**config.mk**
```make
export PLATFORM = sky130hd
export DESIGN_NAME = partition_table_allocator_core
export DESIGN_NICKNAME = d
export VERILOG_FILES = /design/src/hw/rtl/pta_pkg.sv /design/src/hw/rtl/pta_ctrl.sv /design/src/hw/rtl/pta_dp.sv /design/src/hw/rtl/partition_table_allocator_core.sv
export VERILOG_INCLUDE_DIRS = /design/src /design/src/hw/rtl
export SDC_FILE = /design/constraint.sdc
export NUM_CORES = 2
export LEC_CHECK = 0
export ABC_AREA = 1
export BUFFER_PORTS_ARGS = -buffer_cell sky130_fd_sc_hd__buf_2
export CAP_MARGIN = 20
export CORE_MARGIN = 2
export CORE_UTILIZATION = 50
export CTS_CLUSTER_SIZE = 40
export DETAILED_ROUTE_END_ITERATION = 7
export PLACE_DENSITY = 0.68
export SYNTH_ARGS = -nofsm -noshare
export SYNTH_HDL_FRONTEND = slang
export SYNTH_SLANG_ARGS = --single-unit
```
**constraint.sdc**
```tcl
create_clock -name clock -period 35.8 [get_ports clock]
set_input_delay 3.58 -clock clock [delete_from_list [all_inputs] [get_ports clock]]
set_output_delay 3.58 -clock clock [all_outputs]
set_load 0.02 [all_outputs]
```
**src/hw/rtl/assert_macros.svh**
```systemverilog
// Assertion macros shared by the allocator RTL.
// No dependencies.
`ifndef ASSERT_MACROS_SVH
`define ASSERT_MACROS_SVH
// implication checked each clock, suppressed during reset
`define CHK_IMPL(label, clk, rst, cond, expr, msg) \
   label: assert property (@(posedge clk) disable iff (rst) (cond) |-> (expr)) \
      else $error(msg);
// next-cycle implication
`define CHK_NEXT(label, clk, rst, cond, expr, msg) \
   label: assert property (@(posedge clk) disable iff (rst) (cond) |=> (expr)) \
      else $error(msg);
`endif

```
**src/hw/rtl/pta_pkg.sv**
```systemverilog
// Shared types and constants for the partition table allocator.
// No dependencies.
package pta_pkg;
   localparam int SLOTS = 4;
   localparam int SW = $clog2(SLOTS);
   localparam int CW = $clog2(SLOTS + 1);
   localparam logic [30:0] MAX31 = 31'h7FFF_FFFF;

   localparam logic [1:0] ACT_ADD = 2'd0;
   localparam logic [1:0] ACT_DEL = 2'd1;
   localparam logic [1:0] ACT_RSZ = 2'd2;

   localparam logic [1:0] FIT_FIRST = 2'd0;
   localparam logic [1:0] FIT_WORST = 2'd2;

   localparam logic [1:0] CSR_DISK = 2'd0;
   localparam logic [1:0] CSR_HDR = 2'd1;
   localparam logic [1:0] CSR_FIT = 2'd2;

   localparam logic [2:0] ST_OK = 3'd0;
   localparam logic [2:0] ST_DUP = 3'd1;
   localparam logic [2:0] ST_NOSLOT = 3'd2;
   localparam logic [2:0] ST_NOSPACE = 3'd3;
   localparam logic [2:0] ST_NOTFOUND = 3'd4;
   localparam logic [2:0] ST_SHRINK = 3'd5;
   localparam logic [2:0] ST_GROW = 3'd6;
   localparam logic [2:0] ST_INVALID = 3'd7;

   // controller -> datapath
   typedef struct packed {
      logic load;       // capture request, lookups
      logic scan_init;  // reset gap scan position
      logic scan_step;  // take one gap
      logic rsz_eval;   // resize bound check
      logic commit;     // update table, form result
      logic [2:0] fail; // status for failure result
      logic fail_en;
   } cmd_type;

   // datapath -> controller
   typedef struct packed {
      logic invalid;
      logic [1:0] action;
      logic found;
      logic has_free;
      logic ext_block;
      logic scan_last;  // current gap is the tail gap
      logic have;       // a fitting gap was found
      logic shrink_bad;
      logic grow_bad;
   } stat_type;
endpackage

```
**src/hw/rtl/pta_ctrl.sv**
```systemverilog
// Command sequencer for the partition table allocator.
// Depends on pta_pkg.
module pta_ctrl (
   input  logic clock,
   input  logic reset,
   input  logic start,
   output logic busy,
   input  pta_pkg::stat_type stat,
   output pta_pkg::cmd_type cmd
);
   import pta_pkg::*;

   localparam logic [2:0] S_IDLE = 3'd0;
   localparam logic [2:0] S_DEC = 3'd1;
   localparam logic [2:0] S_SCAN = 3'd2;
   localparam logic [2:0] S_PLACE = 3'd3;
   localparam logic [2:0] S_RSZ = 3'd4;
   localparam logic [2:0] S_RCHK = 3'd5;

   logic [2:0] state_ff, state_in;

   always_ff @(posedge clock) begin
      if (reset) begin
         state_ff <= S_IDLE;
      end else begin
         state_ff <= state_in;
      end
   end

   assign busy = (state_ff != S_IDLE);

   always_comb begin
      state_in = state_ff;
      cmd = '0;
      case (state_ff)
         S_IDLE: begin
            if (start) begin
               cmd.load = 1'b1;
               state_in = S_DEC;
            end
         end
         S_DEC: begin
            state_in = S_IDLE;
            if (stat.invalid) begin
               cmd.fail_en = 1'b1;
               cmd.fail = ST_INVALID;
            end else if (stat.action == ACT_ADD) begin
               if (stat.found) begin
                  cmd.fail_en = 1'b1;
                  cmd.fail = ST_DUP;
               end else if (!stat.has_free || stat.ext_block) begin
                  cmd.fail_en = 1'b1;
                  cmd.fail = ST_NOSLOT;
               end else begin
                  cmd.scan_init = 1'b1;
                  state_in = S_SCAN;
               end
            end else if (!stat.found) begin
               cmd.fail_en = 1'b1;
               cmd.fail = ST_NOTFOUND;
            end else if (stat.action == ACT_DEL) begin
               cmd.commit = 1'b1;
            end else begin
               state_in = S_RSZ;
            end
         end
         S_SCAN: begin
            cmd.scan_step = 1'b1;
            if (stat.scan_last) state_in = S_PLACE;
         end
         S_PLACE: begin
            state_in = S_IDLE;
            if (stat.have) begin
               cmd.commit = 1'b1;
            end else begin
               cmd.fail_en = 1'b1;
               cmd.fail = ST_NOSPACE;
            end
         end
         S_RSZ: begin
            cmd.rsz_eval = 1'b1;
            state_in = S_RCHK;
         end
         S_RCHK: begin
            state_in = S_IDLE;
            if (stat.shrink_bad) begin
               cmd.fail_en = 1'b1;
               cmd.fail = ST_SHRINK;
            end else if (stat.grow_bad) begin
               cmd.fail_en = 1'b1;
               cmd.fail = ST_GROW;
            end else begin
               cmd.commit = 1'b1;
            end
         end
         default: state_in = S_IDLE;
      endcase
   end
endmodule

```
**src/hw/rtl/pta_dp.sv**
```systemverilog
// Datapath of the partition table allocator: table, gap scan, resize check.
// Depends on pta_pkg.
module pta_dp (
   input  logic clock,
   input  logic reset,
   input  pta_pkg::cmd_type cmd,
   output pta_pkg::stat_type stat,
   input  logic [30:0] disk_size,
   input  logic [11:0] header_size,
   input  logic [1:0] fit_mode,
   input  logic [1:0] req_action,
   input  logic [31:0] req_name_key,
   input  logic signed [31:0] req_amount,
   input  logic [1:0] req_unit,
   input  logic req_part_type,
   input  logic [1:0] req_part_fit,
   output logic rsp_valid,
   output logic [2:0] rsp_status,
   output logic [1:0] rsp_slot,
   output logic [30:0] rsp_part_start,
   output logic [30:0] rsp_part_size
);
   import pta_pkg::*;

   logic [SLOTS-1:0] used_ff, ext_ff;
   logic [30:0] start_ff [SLOTS];
   logic [30:0] size_ff [SLOTS];
   logic [31:0] name_ff [SLOTS];
   logic [1:0] fit_ff [SLOTS];

   logic [1:0] action_ff;
   logic [31:0] key_ff;
   logic ptype_ff;
   logic [1:0] pfit_ff;
   logic [30:0] mag_ff;
   logic neg_ff, invalid_ff;
   logic found_ff, hasfree_ff, extb_ff;
   logic [SW-1:0] hit_ff, free_ff;

   logic [SLOTS-1:0] visited_ff;
   logic [31:0] pos_ff;
   logic have_ff;
   logic [30:0] found_pos_ff;
   logic [31:0] metric_ff;
   logic [31:0] end_ff;
   logic shrink_bad_ff, grow_bad_ff;

   logic rsp_valid_ff;
   logic [2:0] rsp_status_ff;
   logic [1:0] rsp_slot_ff;
   logic [30:0] rsp_start_ff, rsp_size_ff;

   // scale and range check of the requested amount
   logic [31:0] mag32;
   logic [51:0] scaled_w;
   logic neg, inval;
   always_comb begin
      neg = req_amount[31];
      mag32 = neg ? (~req_amount + 32'd1) : req_amount;
      case (req_unit)
         2'd0: scaled_w = {20'd0, mag32};
         2'd1: scaled_w = {10'd0, mag32, 10'd0};
         default: scaled_w = {mag32, 20'd0};
      endcase
      inval = (req_action == 2'd3) || (req_unit == 2'd3) || (scaled_w > 52'(MAX31))
              || ((req_action == ACT_ADD) && neg && (mag32 != 32'd0));
   end

   // name lookup and free entry
   logic fnd, hasf, extb;
   logic [SW-1:0] hit, fre;
   always_comb begin
      fnd = 1'b0;
      hasf = 1'b0;
      extb = 1'b0;
      hit = '0;
      fre = '0;
      for (int i = SLOTS - 1; i >= 0; i--) begin
         if (used_ff[i] && name_ff[i] == req_name_key) begin
            fnd = 1'b1;
            hit = SW'(i);
         end
         if (!used_ff[i]) begin
            hasf = 1'b1;
            fre = SW'(i);
         end
         if (used_ff[i] && ext_ff[i] && req_part_type) extb = 1'b1;
      end
   end

   // nearest unvisited entry at or after the scan position
   logic nx_ok;
   logic [SW-1:0] nx;
   logic [31:0] nx_d;
   always_comb begin
      nx_ok = 1'b0;
      nx = '0;
      nx_d = '0;
      for (int i = 0; i < SLOTS; i++) begin
         if (used_ff[i] && !visited_ff[i] && {1'b0, start_ff[i]} >= pos_ff) begin
            if (!nx_ok || ({1'b0, start_ff[i]} - pos_ff) < nx_d) begin
               nx_ok = 1'b1;
               nx = SW'(i);
               nx_d = {1'b0, start_ff[i]} - pos_ff;
            end
         end
      end
   end

   logic [31:0] gap_len;
   logic gap_fit, gap_take;
   always_comb begin
      gap_len = nx_ok ? nx_d : (end_ff - pos_ff);
      gap_fit = (end_ff >= pos_ff || nx_ok) && (gap_len > {1'b0, mag_ff});
      if (fit_mode == FIT_FIRST) gap_take = gap_fit && !have_ff;
      else if (fit_mode == FIT_WORST) gap_take = gap_fit && (!have_ff || gap_len > metric_ff);
      else gap_take = gap_fit &&
                      (!have_ff || (gap_len - {1'b0, mag_ff}) < metric_ff);
   end

   // resize bound: nearest other entry at or after the current end
   logic [31:0] cend;
   logic b_ok;
   logic [30:0] b_start;
   always_comb begin
      cend = {1'b0, start_ff[hit_ff]} + {1'b0, size_ff[hit_ff]};
      b_ok = 1'b0;
      b_start = '0;
      for (int i = 0; i < SLOTS; i++) begin
         if (used_ff[i] && SW'(i) != hit_ff && {1'b0, start_ff[i]} >= cend) begin
            if (!b_ok || start_ff[i] < b_start) begin
               b_ok = 1'b1;
               b_start = start_ff[i];
            end
         end
      end
   end

   // room goes negative (top bit set) when the entry ends past the disk end
   logic [32:0] room;
   logic [31:0] new_size;
   always_comb begin
      room = b_ok ? ({2'b0, b_start} - {1'b0, cend}) : ({1'b0, end_ff} - {1'b0, cend});
      new_size = neg_ff ? ({1'b0, size_ff[hit_ff]} - {1'b0, mag_ff})
                        : ({1'b0, size_ff[hit_ff]} + {1'b0, mag_ff});
   end

   logic [31:0] dend;
   assign dend = {20'd0, header_size} + {1'b0, disk_size};

   always_ff @(posedge clock) begin
      if (reset) begin
         used_ff <= '0;
         ext_ff <= '0;
         rsp_valid_ff <= 1'b0;
      end else begin
         rsp_valid_ff <= cmd.commit || cmd.fail_en;
         if (cmd.commit && action_ff == ACT_ADD) begin
            used_ff[free_ff] <= 1'b1;
            ext_ff[free_ff] <= ptype_ff;
         end else if (cmd.commit && action_ff == ACT_DEL) begin
            used_ff[hit_ff] <= 1'b0;
            ext_ff[hit_ff] <= 1'b0;
         end
      end
   end

   always_ff @(posedge clock) begin
      if (cmd.load) begin
         action_ff <= req_action;
         key_ff <= req_name_key;
         ptype_ff <= req_part_type;
         pfit_ff <= req_part_fit;
         mag_ff <= scaled_w[30:0];
         neg_ff <= neg;
         invalid_ff <= inval;
         found_ff <= fnd;
         hasfree_ff <= hasf;
         extb_ff <= extb;
         hit_ff <= hit;
         free_ff <= fre;
         end_ff <= (dend > {1'b0, MAX31}) ? {1'b0, MAX31} : dend;
      end
      if (cmd.scan_init) begin
         pos_ff <= {20'd0, header_size};
         visited_ff <= '0;
         have_ff <= 1'b0;
         metric_ff <= '0;
         found_pos_ff <= '0;
      end
      if (cmd.scan_step) begin
         if (gap_take) begin
            have_ff <= 1'b1;
            found_pos_ff <= pos_ff[30:0];
            metric_ff <= (fit_mode == FIT_WORST) ? gap_len : (gap_len - {1'b0, mag_ff});
         end
         if (nx_ok) begin
            visited_ff[nx] <= 1'b1;
            pos_ff <= {1'b0, start_ff[nx]} + {1'b0, size_ff[nx]};
         end
      end
      if (cmd.rsz_eval) begin
         shrink_bad_ff <= neg_ff && (mag_ff > size_ff[hit_ff]);
         grow_bad_ff <= !neg_ff && (room[32] || (room < {2'b0, mag_ff}));
      end
      if (cmd.commit) begin
         rsp_status_ff <= ST_OK;
         case (action_ff)
            ACT_ADD: begin
               start_ff[free_ff] <= found_pos_ff;
               size_ff[free_ff] <= mag_ff;
               name_ff[free_ff] <= key_ff;
               fit_ff[free_ff] <= pfit_ff;
               rsp_slot_ff <= 2'(free_ff);
               rsp_start_ff <= found_pos_ff;
               rsp_size_ff <= mag_ff;
            end
            ACT_DEL: begin
               size_ff[hit_ff] <= '0;
               rsp_slot_ff <= 2'(hit_ff);
               rsp_start_ff <= start_ff[hit_ff];
               rsp_size_ff <= '0;
            end
            default: begin
               size_ff[hit_ff] <= new_size[30:0];
               rsp_slot_ff <= 2'(hit_ff);
               rsp_start_ff <= start_ff[hit_ff];
               rsp_size_ff <= new_size[30:0];
            end
         endcase
      end else if (cmd.fail_en) begin
         rsp_status_ff <= cmd.fail;
         rsp_slot_ff <= '0;
         rsp_start_ff <= '0;
         rsp_size_ff <= '0;
      end
   end

   // fit tag is stored but never read back and does not affect allocation
   logic fit_unused;
   assign fit_unused = ^fit_ff[0];

   assign stat.invalid = invalid_ff;
   assign stat.action = action_ff;
   assign stat.found = found_ff;
   assign stat.has_free = hasfree_ff;
   assign stat.ext_block = extb_ff;
   assign stat.scan_last = !nx_ok || fit_unused & 1'b0;
   assign stat.have = have_ff;
   assign stat.shrink_bad = shrink_bad_ff;
   assign stat.grow_bad = grow_bad_ff;

   assign rsp_valid = rsp_valid_ff;
   assign rsp_status = rsp_status_ff;
   assign rsp_slot = rsp_slot_ff;
   assign rsp_part_start = rsp_start_ff;
   assign rsp_part_size = rsp_size_ff;
endmodule

```
**src/hw/rtl/partition_table_allocator_core.sv**
```systemverilog
// Channel     Handshake               Payload
// req         start / busy            action name_key amount unit part_type part_fit
// rsp         rsp_valid (one cycle)   status slot part_start part_size
// csr         csr_valid / csr_ready   csr_index csr_data
// Invalid, delete and early add failures are answered straight from decode;
// resize passes through bound evaluation and check states; add scans one gap per
// slot visited plus the tail gap, then places the entry.
// Reset is synchronous; the table is empty after it. Results cannot be stalled.
// Top level of the partition table allocator. Depends on pta_pkg, pta_ctrl,
// pta_dp and assert_macros.svh.
`include "assert_macros.svh"
module partition_table_allocator_core (
   input  logic clock,
   input  logic reset,
   input  logic start,
   output logic busy,
   input  logic [1:0] req_action,
   input  logic [31:0] req_name_key,
   input  logic signed [31:0] req_amount,
   input  logic [1:0] req_unit,
   input  logic req_part_type,
   input  logic [1:0] req_part_fit,
   output logic rsp_valid,
   output logic [2:0] rsp_status,
   output logic [1:0] rsp_slot,
   output logic [30:0] rsp_part_start,
   output logic [30:0] rsp_part_size,
   input  logic csr_valid,
   output logic csr_ready,
   input  logic [1:0] csr_index,
   input  logic [31:0] csr_data
);
   import pta_pkg::*;

   cmd_type cmd;
   stat_type stat;
   logic [30:0] disk_ff;
   logic [11:0] hdr_ff;
   logic [1:0] fit_ff;

   assign csr_ready = 1'b1;

   always_ff @(posedge clock) begin
      if (reset) begin
         disk_ff <= '0;
         hdr_ff <= 12'd156;
         fit_ff <= FIT_FIRST;
      end else if (csr_valid) begin
         case (csr_index)
            CSR_DISK: disk_ff <= csr_data[30:0];
            CSR_HDR: hdr_ff <= csr_data[11:0];
            CSR_FIT: fit_ff <= csr_data[1:0];
            default: ;
         endcase
      end
   end

   pta_ctrl u_ctrl (
      .clock(clock), .reset(reset), .start(start), .busy(busy),
      .stat(stat), .cmd(cmd)
   );

   pta_dp u_dp (
      .clock(clock), .reset(reset), .cmd(cmd), .stat(stat),
      .disk_size(disk_ff), .header_size(hdr_ff), .fit_mode(fit_ff),
      .req_action(req_action), .req_name_key(req_name_key), .req_amount(req_amount),
      .req_unit(req_unit), .req_part_type(req_part_type), .req_part_fit(req_part_fit),
      .rsp_valid(rsp_valid), .rsp_status(rsp_status), .rsp_slot(rsp_slot),
      .rsp_part_start(rsp_part_start), .rsp_part_size(rsp_part_size)
   );

   `CHK_NEXT(a_start_busy, clock, reset, start && !busy, busy, "accepted request not busy")
   `CHK_IMPL(a_rsp_busy, clock, reset, rsp_valid, !busy, "result while still busy")
   `CHK_IMPL(a_fail_zero, clock, reset, rsp_valid && rsp_status != ST_OK,
      rsp_part_size == 31'd0 && rsp_slot == 2'd0, "failure result not cleared")
endmodule

```
## After elaboration in Yosys (flattened, before gate mapping)

Memories as Yosys holds them, arrays and structs flattened.
Index checks and enable logic that the tools add are counted.

| word-level totals | value |
|---|---|
| register bits after elaboration | 333 |
| memory bits (writable) | 376 |
| bits of input ports | 109 |
| output and inout port bits | 70 |
| word-level logic and storage cells | 327 |
| memories kept | 3 |

Memories:

| name | depth | bits a word | rd ports | clocked after memory_dff | wr ports | line | RTL |
|---|---|---|---|---|---|---|---|
| u_dp.name_ff | 4 | 32 | 4 | 0 | 1 | pta_dp.sv:28 | `logic [31:0] name_ff [SLOTS];` |
| u_dp.size_ff | 4 | 31 | 2 | 0 | 1 | pta_dp.sv:27 | `logic [30:0] size_ff [SLOTS];` |
| u_dp.start_ff | 4 | 31 | 6 | 0 | 1 | pta_dp.sv:26 | `logic [30:0] start_ff [SLOTS];` |

| operators by class | value |
|---|---|
| add/sub/neg operators | 14 |
| order comparisons | 28 |
| equality and inequality tests | 21 |
| multiplexer cells | 131 |
| bitwise logic cells | 7 |
| reductions and logical operators | 91 |

Operator list:

| kind | count |
|---|---|
| 2-to-1 mux 31 bit | 17 |
| 2-to-1 mux 32 bit | 16 |
| >= comparator 31 x 32 -> 1 bit | 8 |
| equality test 32 bit | 4 |
| less-than comparator 32 bit | 4 |
| subtractor 31 x 32 -> 32 bit | 4 |
| one-hot mux 52 bit (2 select lines) | 1 |
| less-than comparator 31 bit | 3 |
| adder 31 x 31 -> 32 bit | 2 |
| one-hot mux 31 bit (2 select lines) | 1 |
| 2-to-1 mux 1 bit | 53 |
| > comparator 52 x 31 -> 1 bit (second input constant) | 1 |
| 2-to-1 mux 4 bit | 13 |
| logical AND 1 bit | 41 |
| less-than comparator 33 x 31 -> 1 bit | 1 |
| 2-to-1 mux 33 bit | 1 |
| subtractor 31 x 32 -> 33 bit | 1 |
| subtractor 32 x 32 -> 33 bit | 1 |
| adder 12 x 31 -> 32 bit | 1 |
| adder 32 x 1 -> 32 bit (second input constant) | 1 |
| >= comparator 32 bit | 1 |
| > comparator 32 x 31 -> 1 bit | 1 |
| > comparator 32 x 31 -> 1 bit (second input constant) | 1 |
| > comparator 32 bit | 1 |
| 38 further kinds | 114 |

## Logic depth before layout (Yosys ltp)

| depth | value |
|---|---|
| depth in word-level cells | 25 |
| gate-level depth with buffers | 133 |
| mapped depth without buffers | 129 |

## By module

Synthesis repeated with hierarchy kept, for this count alone.

| unflattened totals | value |
|---|---|
| cell total of the unflattened synthesis | 7,073 |
| area, all modules | 57,600.2 um^2 |

By module, submodules not included:

| module | times used | cells each | area an instance (um^2) |
|---|---|---|---|
| pta_dp | 1 | 6,715 | 55,219.2 |
| partition_table_allocator_core | 1 | 291 | 2,013.2 |
| pta_ctrl | 1 | 67 | 367.9 |

## Least setup slack after synthesis

OpenSTA, ideal clock, no wires.

| path | value |
|---|---|
| path type | reg-to-reg |
| start | register u_dp.hit_ff[0] |
| end | register u_dp.grow_bad_ff (data pin) |
| arrival | 14,255 ps |
| setup slack | 21,406 ps |
| stages on the path, launching flop included | 103 |
| path buffers | 8 |
| clock period less this slack | 14,394 ps |
| cell sequence | edfxtp_1 -> nor2_1 -> clkbuf_1 -> clkbuf_1 -> buf_1 -> clkbuf_1 -> a22oi_1 -> nand2_1 -> ha_1 -> nand2_1 -> nor4_1 -> nand2_1 -> nand2_1 -> nand3_1 -> nand2_1 -> nand3_1 -> nand2_1 -> nand3_1 -> (+67 left out) -> nand2_1 -> nand3_1 -> nand2_1 -> a21o_1 -> a21oi_1 -> o21ai_0 -> a21oi_1 -> inv_1 -> a21oi_1 -> xnor2_1 -> ha_1 -> a21o_1 -> a21oi_1 -> o21ai_0 -> a21o_1 -> a2111oi_0 -> a21oi_1 -> nor2_1 |

| on the way | value |
|---|---|
| longest elaborated chain between the ends | 22 |
| elaborated cells on any way between the ends | 48 |

Ends and longest elaborated chain:

| what | line | RTL |
|---|---|---|
| from (decl) | pta_dp.sv:38 | `logic [SW-1:0] hit_ff, free_ff;` |
| from (signal assigned) | pta_dp.sv:180 | `hit_ff <= hit;` |
| memory (4 x 31 bit), on equally long branches | - |  |
| adder 31 x 31 -> 32 bit | pta_dp.sv:126 | `cend = {1'b0, start_ff[hit_ff]} + {1'b0, size_ff[hit_ff]};` |
| >= comparator 31 x 32 -> 1 bit | pta_dp.sv:130 | `if (used_ff[i] && SW'(i) != hit_ff && {1'b0, start_ff[i]} >= cend) begin` |
| logical AND 1 bit | pta_dp.sv:130 |  |
| 2-to-1 mux 31 bit / 2-to-1 mux 1 bit (equally long branches) | pta_dp.sv:130 |  |
| less-than comparator 31 bit / logical NOT 1 bit (equally long branches) | pta_dp.sv:131 | `if (!b_ok \|\| start_ff[i] < b_start) begin` |
| logical OR 1 bit | pta_dp.sv:131 |  |
| 2-to-1 mux 31 bit / 2-to-1 mux 1 bit (equally long branches) | pta_dp.sv:131 |  |
| (+6 left out) | - |  |
| logical OR 1 bit | pta_dp.sv:131 |  |
| 2-to-1 mux 31 bit | pta_dp.sv:131 |  |
| 2-to-1 mux 31 bit | pta_dp.sv:130 |  |
| subtractor 31 x 32 -> 33 bit | pta_dp.sv:143 | `room = b_ok ? ({2'b0, b_start} - {1'b0, cend}) : ({1'b0, end_ff} - {1'b0, cend});` |
| 2-to-1 mux 33 bit * | pta_dp.sv:143 |  |
| less-than comparator 33 x 31 -> 1 bit | pta_dp.sv:204 | `grow_bad_ff <= !neg_ff && (room[32] \|\| (room < {2'b0, mag_ff}));` |
| logical OR 1 bit * | pta_dp.sv:204 |  |
| logical AND 1 bit * | pta_dp.sv:204 |  |
| to (signal assigned) | pta_dp.sv:204 |  |
| to (decl) | pta_dp.sv:46 | `logic shrink_bad_ff, grow_bad_ff;` |

Every way passes the cells marked *; elsewhere a longest branch is shown, timed or not.
A chain may end at the register's enable or synchronous reset.

## Worst setup path in the final report

| path | value |
|---|---|
| start | register u_dp.hit_ff[1] |
| end | register u_dp.grow_bad_ff (data pin) |

Same word-level chain as after synthesis.

==> results.cfg <==
[hold_path]
holdPathStages = 2
worstHoldStart = u_dp.metric_ff[23]
worst_hold_path_type = reg -> reg
whs_endpoint = u_dp.metric_ff[23]

[setup_path]
timing.critical_path.required_ns = 36.37
cp_num_buf_inv = 9
timing.rr.end = u_dp.grow_bad_ff
critPathMaxFanout = 61
cp_common_cell = a21oi_1
cp_num_cells = 96
worstSetupStartpoint = u_dp.hit_ff[1]
start_kind = register
r2r-start = u_dp.hit_ff[1]
worstSetupEndpointType = register
path_delay_family = compound AO/OA/AOI/OAI gates
r2r_slack_ns = 14.32
critPathKind = reg -> reg
crit_arrival_ns = 22.05
cp_slowest_cell = o221ai_1
max_stage_delay_ns = 0.99
r2r_cells = 96

[clock_network]
cts_sinks = 709
cts.repair.resized = 0
clkTransAtPathRegs_ns = 0.06
htreeDepth = 3
clockBufferDepth = 3
post_cts_buffers = 0
clk_root_buffer_cell = clkbuf_16
clk_latency_ns = 0.71
cts_made_buffers = 81
postCtsHoldBufs = 0
cts_tree = built

[timing]
tightest_slew_ns = 1.27
holdWs_ns = 0.464
finClkSkew_ns = 0.0292
period_minus_slack_ns = 21.48
hold_viol_final = 0
tns_ns = 0
rsz0062_at_grt = no
fin_crit_sh = 0.600
fmax_mhz = 46.6
max_slew_margin = 0.148
slew_viol_final = 0
report.final.setup_viol = 0

[global_route]
grt_pass1_vias = 48300
grt_start_max_net_pins = 72
grt_pass1_wl_um = 308000
antenna_found_initial = 7
track_usage = 0.355
overflow = 0

[logic_synthesis]
synth_fp_nets = 7904
synth_warnings = 0
async_flop_share = 0
ys_seq_elements = 709
synthesis.instances = 7036
synth_edf_count = 549
synth_top_area_frac = 0.288
syn_avg_cell_area_um2 = 8.13
synth-seq-area-share = 0.344
ys.flop_type = edfxtp_1
synth.distinct_cells = 69
yosysTopAreaCell = edfxtp_1
syn_area_um2 = 57200
synthTopCellsByArea = edfxtp_1 29%, ha_1 16%, nand2_1 8.4%

[routing]
num_vias = 52700
drtPass1Iterations = 7
drtIter0Drc = 5691
drc = 0
finalWirelength_um = 213000
antenna_left = 0
wl_per_cell_um = 24.4
via_per_inst = 6.02

[floorplanning]
die_area_um2 = 117000
fp-row-count = 124
start_util = 0.503
core_um2 = 114000
chipHeight_um = 342
pin_count = 179
die_x_um = 342

[place]
gp_congestion = 1.05
dp_cells = 8600
postPlaceCellArea_um2 = 59800
hpwl_um = 170000
port_buffers = 174

[power]
vdd_drop_max_mv = 0.0471
clkPwrFrac = 0.293
p_sw_w = 0.00111
leakage_nw = 26.7
p_int_w = 0.00181
p_per_area_nw_per_um2 = 46.7
seqPwrFrac = 0.322
p_sw_frac = 0.380
power_frac_comb = 0.384

[layout]
final_design_area_no_fill_um2 = 62600
syn2layout_area_growth_pct = 9.41
fin_util = 0.550
fin_cells = 8757
fillers = 10700
fin_nets = 8045
multi_input_area_um2 = 33800
drive_gt1_frac = 0.0777
seq_area_um2 = 19700

[status]
outcome = completed

[job]
drv_cap = 0
==> cells by family (layout without fill, tap and decap cells) <==
family	Yosys count	count (layout)	share of synthesized area
compound gates	1863	1863	0.189
xor+xnor	318	318	0.0487
fa+ha+maj	759	759	0.167
buf+inv	984	1192	0.0684
flops	709	709	0.344
other cells	2	3	0.000131
simple gates	2401	2401	0.182
==> per-stage QoR <==
step / power, W / setup WS, ns
after detailed placement: 0.00205 / 15.32
after floorplan: 0.00174 / 21.41
after CTS: 0.00291 / 15.28
after global routing: 0.00310 / 13.40
final: 0.00292 / 14.32
after global placement: 0.00203 / 15.55
==> how the worst max path moves through the flow <==
stage,endpoint,slack [ns]
finish,u_dp.grow_bad_ff,14.32
detailed placement,u_dp.found_pos_ff[18],15.32
global route,u_dp.grow_bad_ff,13.40
floorplan,u_dp.grow_bad_ff,21.41
CTS,u_dp.grow_bad_ff,15.28
global placement,u_dp.grow_bad_ff,15.55
==> cell usage after synthesis, types with 16 or more instances <==
master / count
xor2_1: 236
o21ai_2: 18
a21boi_0: 19
a21oi_1: 644
o22ai_1: 164
clkbuf_1: 136
o21ai_0: 554
o21ai_1: 41
o221ai_1: 24
nand2_2: 25
nor2_1: 434
o211ai_1: 20
nor3_1: 65
inv_1: 763
nand3_2: 45
a31oi_1: 44
edfxtp_1: 549
a21o_1: 31
ha_1: 747
dfxtp_1: 160
nand3_1: 341
nand2_1: 1287
xnor2_1: 82
buf_2: 29
o21a_1: 38
o21bai_1: 35
a22oi_1: 77
a211oi_1: 46
o31ai_1: 23
nand4_1: 92
or2_2: 29
a221oi_1: 16
nor4_1: 41
==> per-layer routing <==
metal,vias up,wire length (µm),global-route usage
met5,-,17,0
met4,2,14500,0.214
met3,530,17000,0.0482
met2,2514,92000,0.542
met1,24600,89900,0.478
li1,25100,-,-
==> final cells by class <==
type                            instances  area share
Antenna cell                            1   0.0000400
Tap cell                             1512      0.0302
Multi-Input combinational cell       5343       0.539
Clock buffer                          111      0.0358
Timing Repair Buffer                  255      0.0254
Inverter                              787      0.0472
Sequential cell                       709       0.314
Clock inverter                         39     0.00753
==> registers in the layout, indices dropped and copies added, names as in the netlist, 2 cells and up <==
register	cells
u_dp.mag_ff	31
u_dp.used_ff	4
u_dp.pos_ff	32
u_dp.rsp_part_start	31
u_dp.end_ff	32
u_dp.metric_ff	32
u_dp.ext_ff	4
u_dp.hit_ff	2
hdr_ff	12
u_dp.size_ff	124
u_dp.rsp_slot	2
u_dp.found_pos_ff	31
u_dp.name_ff	128
u_ctrl.state_ff	3
disk_ff	31
u_dp.visited_ff	4
u_dp.rsp_status	3
u_dp.key_ff	32
u_dp.free_ff	2
u_dp.rsp_part_size	31
u_dp.start_ff	124
fit_ff	2
u_dp.action_ff	2
==> power by group through the flow <==
stage / Combinational [W] / Sequential, W / Clock [W]
after floorplan: 0.000788 / 0.000949 / 0
after global placement: 0.00107 / 0.000956 / 0
after detailed placement: 0.00109 / 0.000956 / 0
after CTS: 0.00110 / 0.000939 / 0.000867
after global routing: 0.00126 / 0.000942 / 0.000897
final: 0.00112 / 0.000941 / 0.000857
==> placed cells by master (no fill, tap or decap), drive strengths merged, types with 16 or more instances in the layout <==
cell | Yosys | layout
o31ai | 24 | 24
inv | 778 | 782
nand2 | 1318 | 1318
nor2 | 436 | 436
o21ai | 613 | 613
a22oi | 77 | 77
nand4 | 92 | 92
o211ai | 20 | 20
xnor2 | 82 | 82
a21boi | 19 | 19
xor2 | 236 | 236
a31oi | 44 | 44
o21bai | 35 | 35
o22ai | 164 | 164
nand3 | 386 | 386
o21a | 38 | 38
nor4 | 41 | 41
o221ai | 24 | 24
clkinv | 9 | 31
dfxtp | 160 | 160
a21oi | 651 | 651
edfxtp | 549 | 549
a211oi | 46 | 46
nor3 | 65 | 65
ha | 747 | 747
a21o | 31 | 31
a221oi | 16 | 16
or2 | 29 | 29
clkbuf | 136 | 111
buf | 61 | 255
==> worst register-to-register path, delay by kind of cell, from the launching register on <==
family                     cells  cell delay, ns
and+or+nand+nor               42            6.35
AOI/OAI and AO/OA             36            8.99
buffers and inverters          9            2.60
adders and majority gates      7            2.06
xor gates and xnor gates       2            0.76
DFF                            1            0.58
No activity file was read; power rests on OpenSTA's default activity.
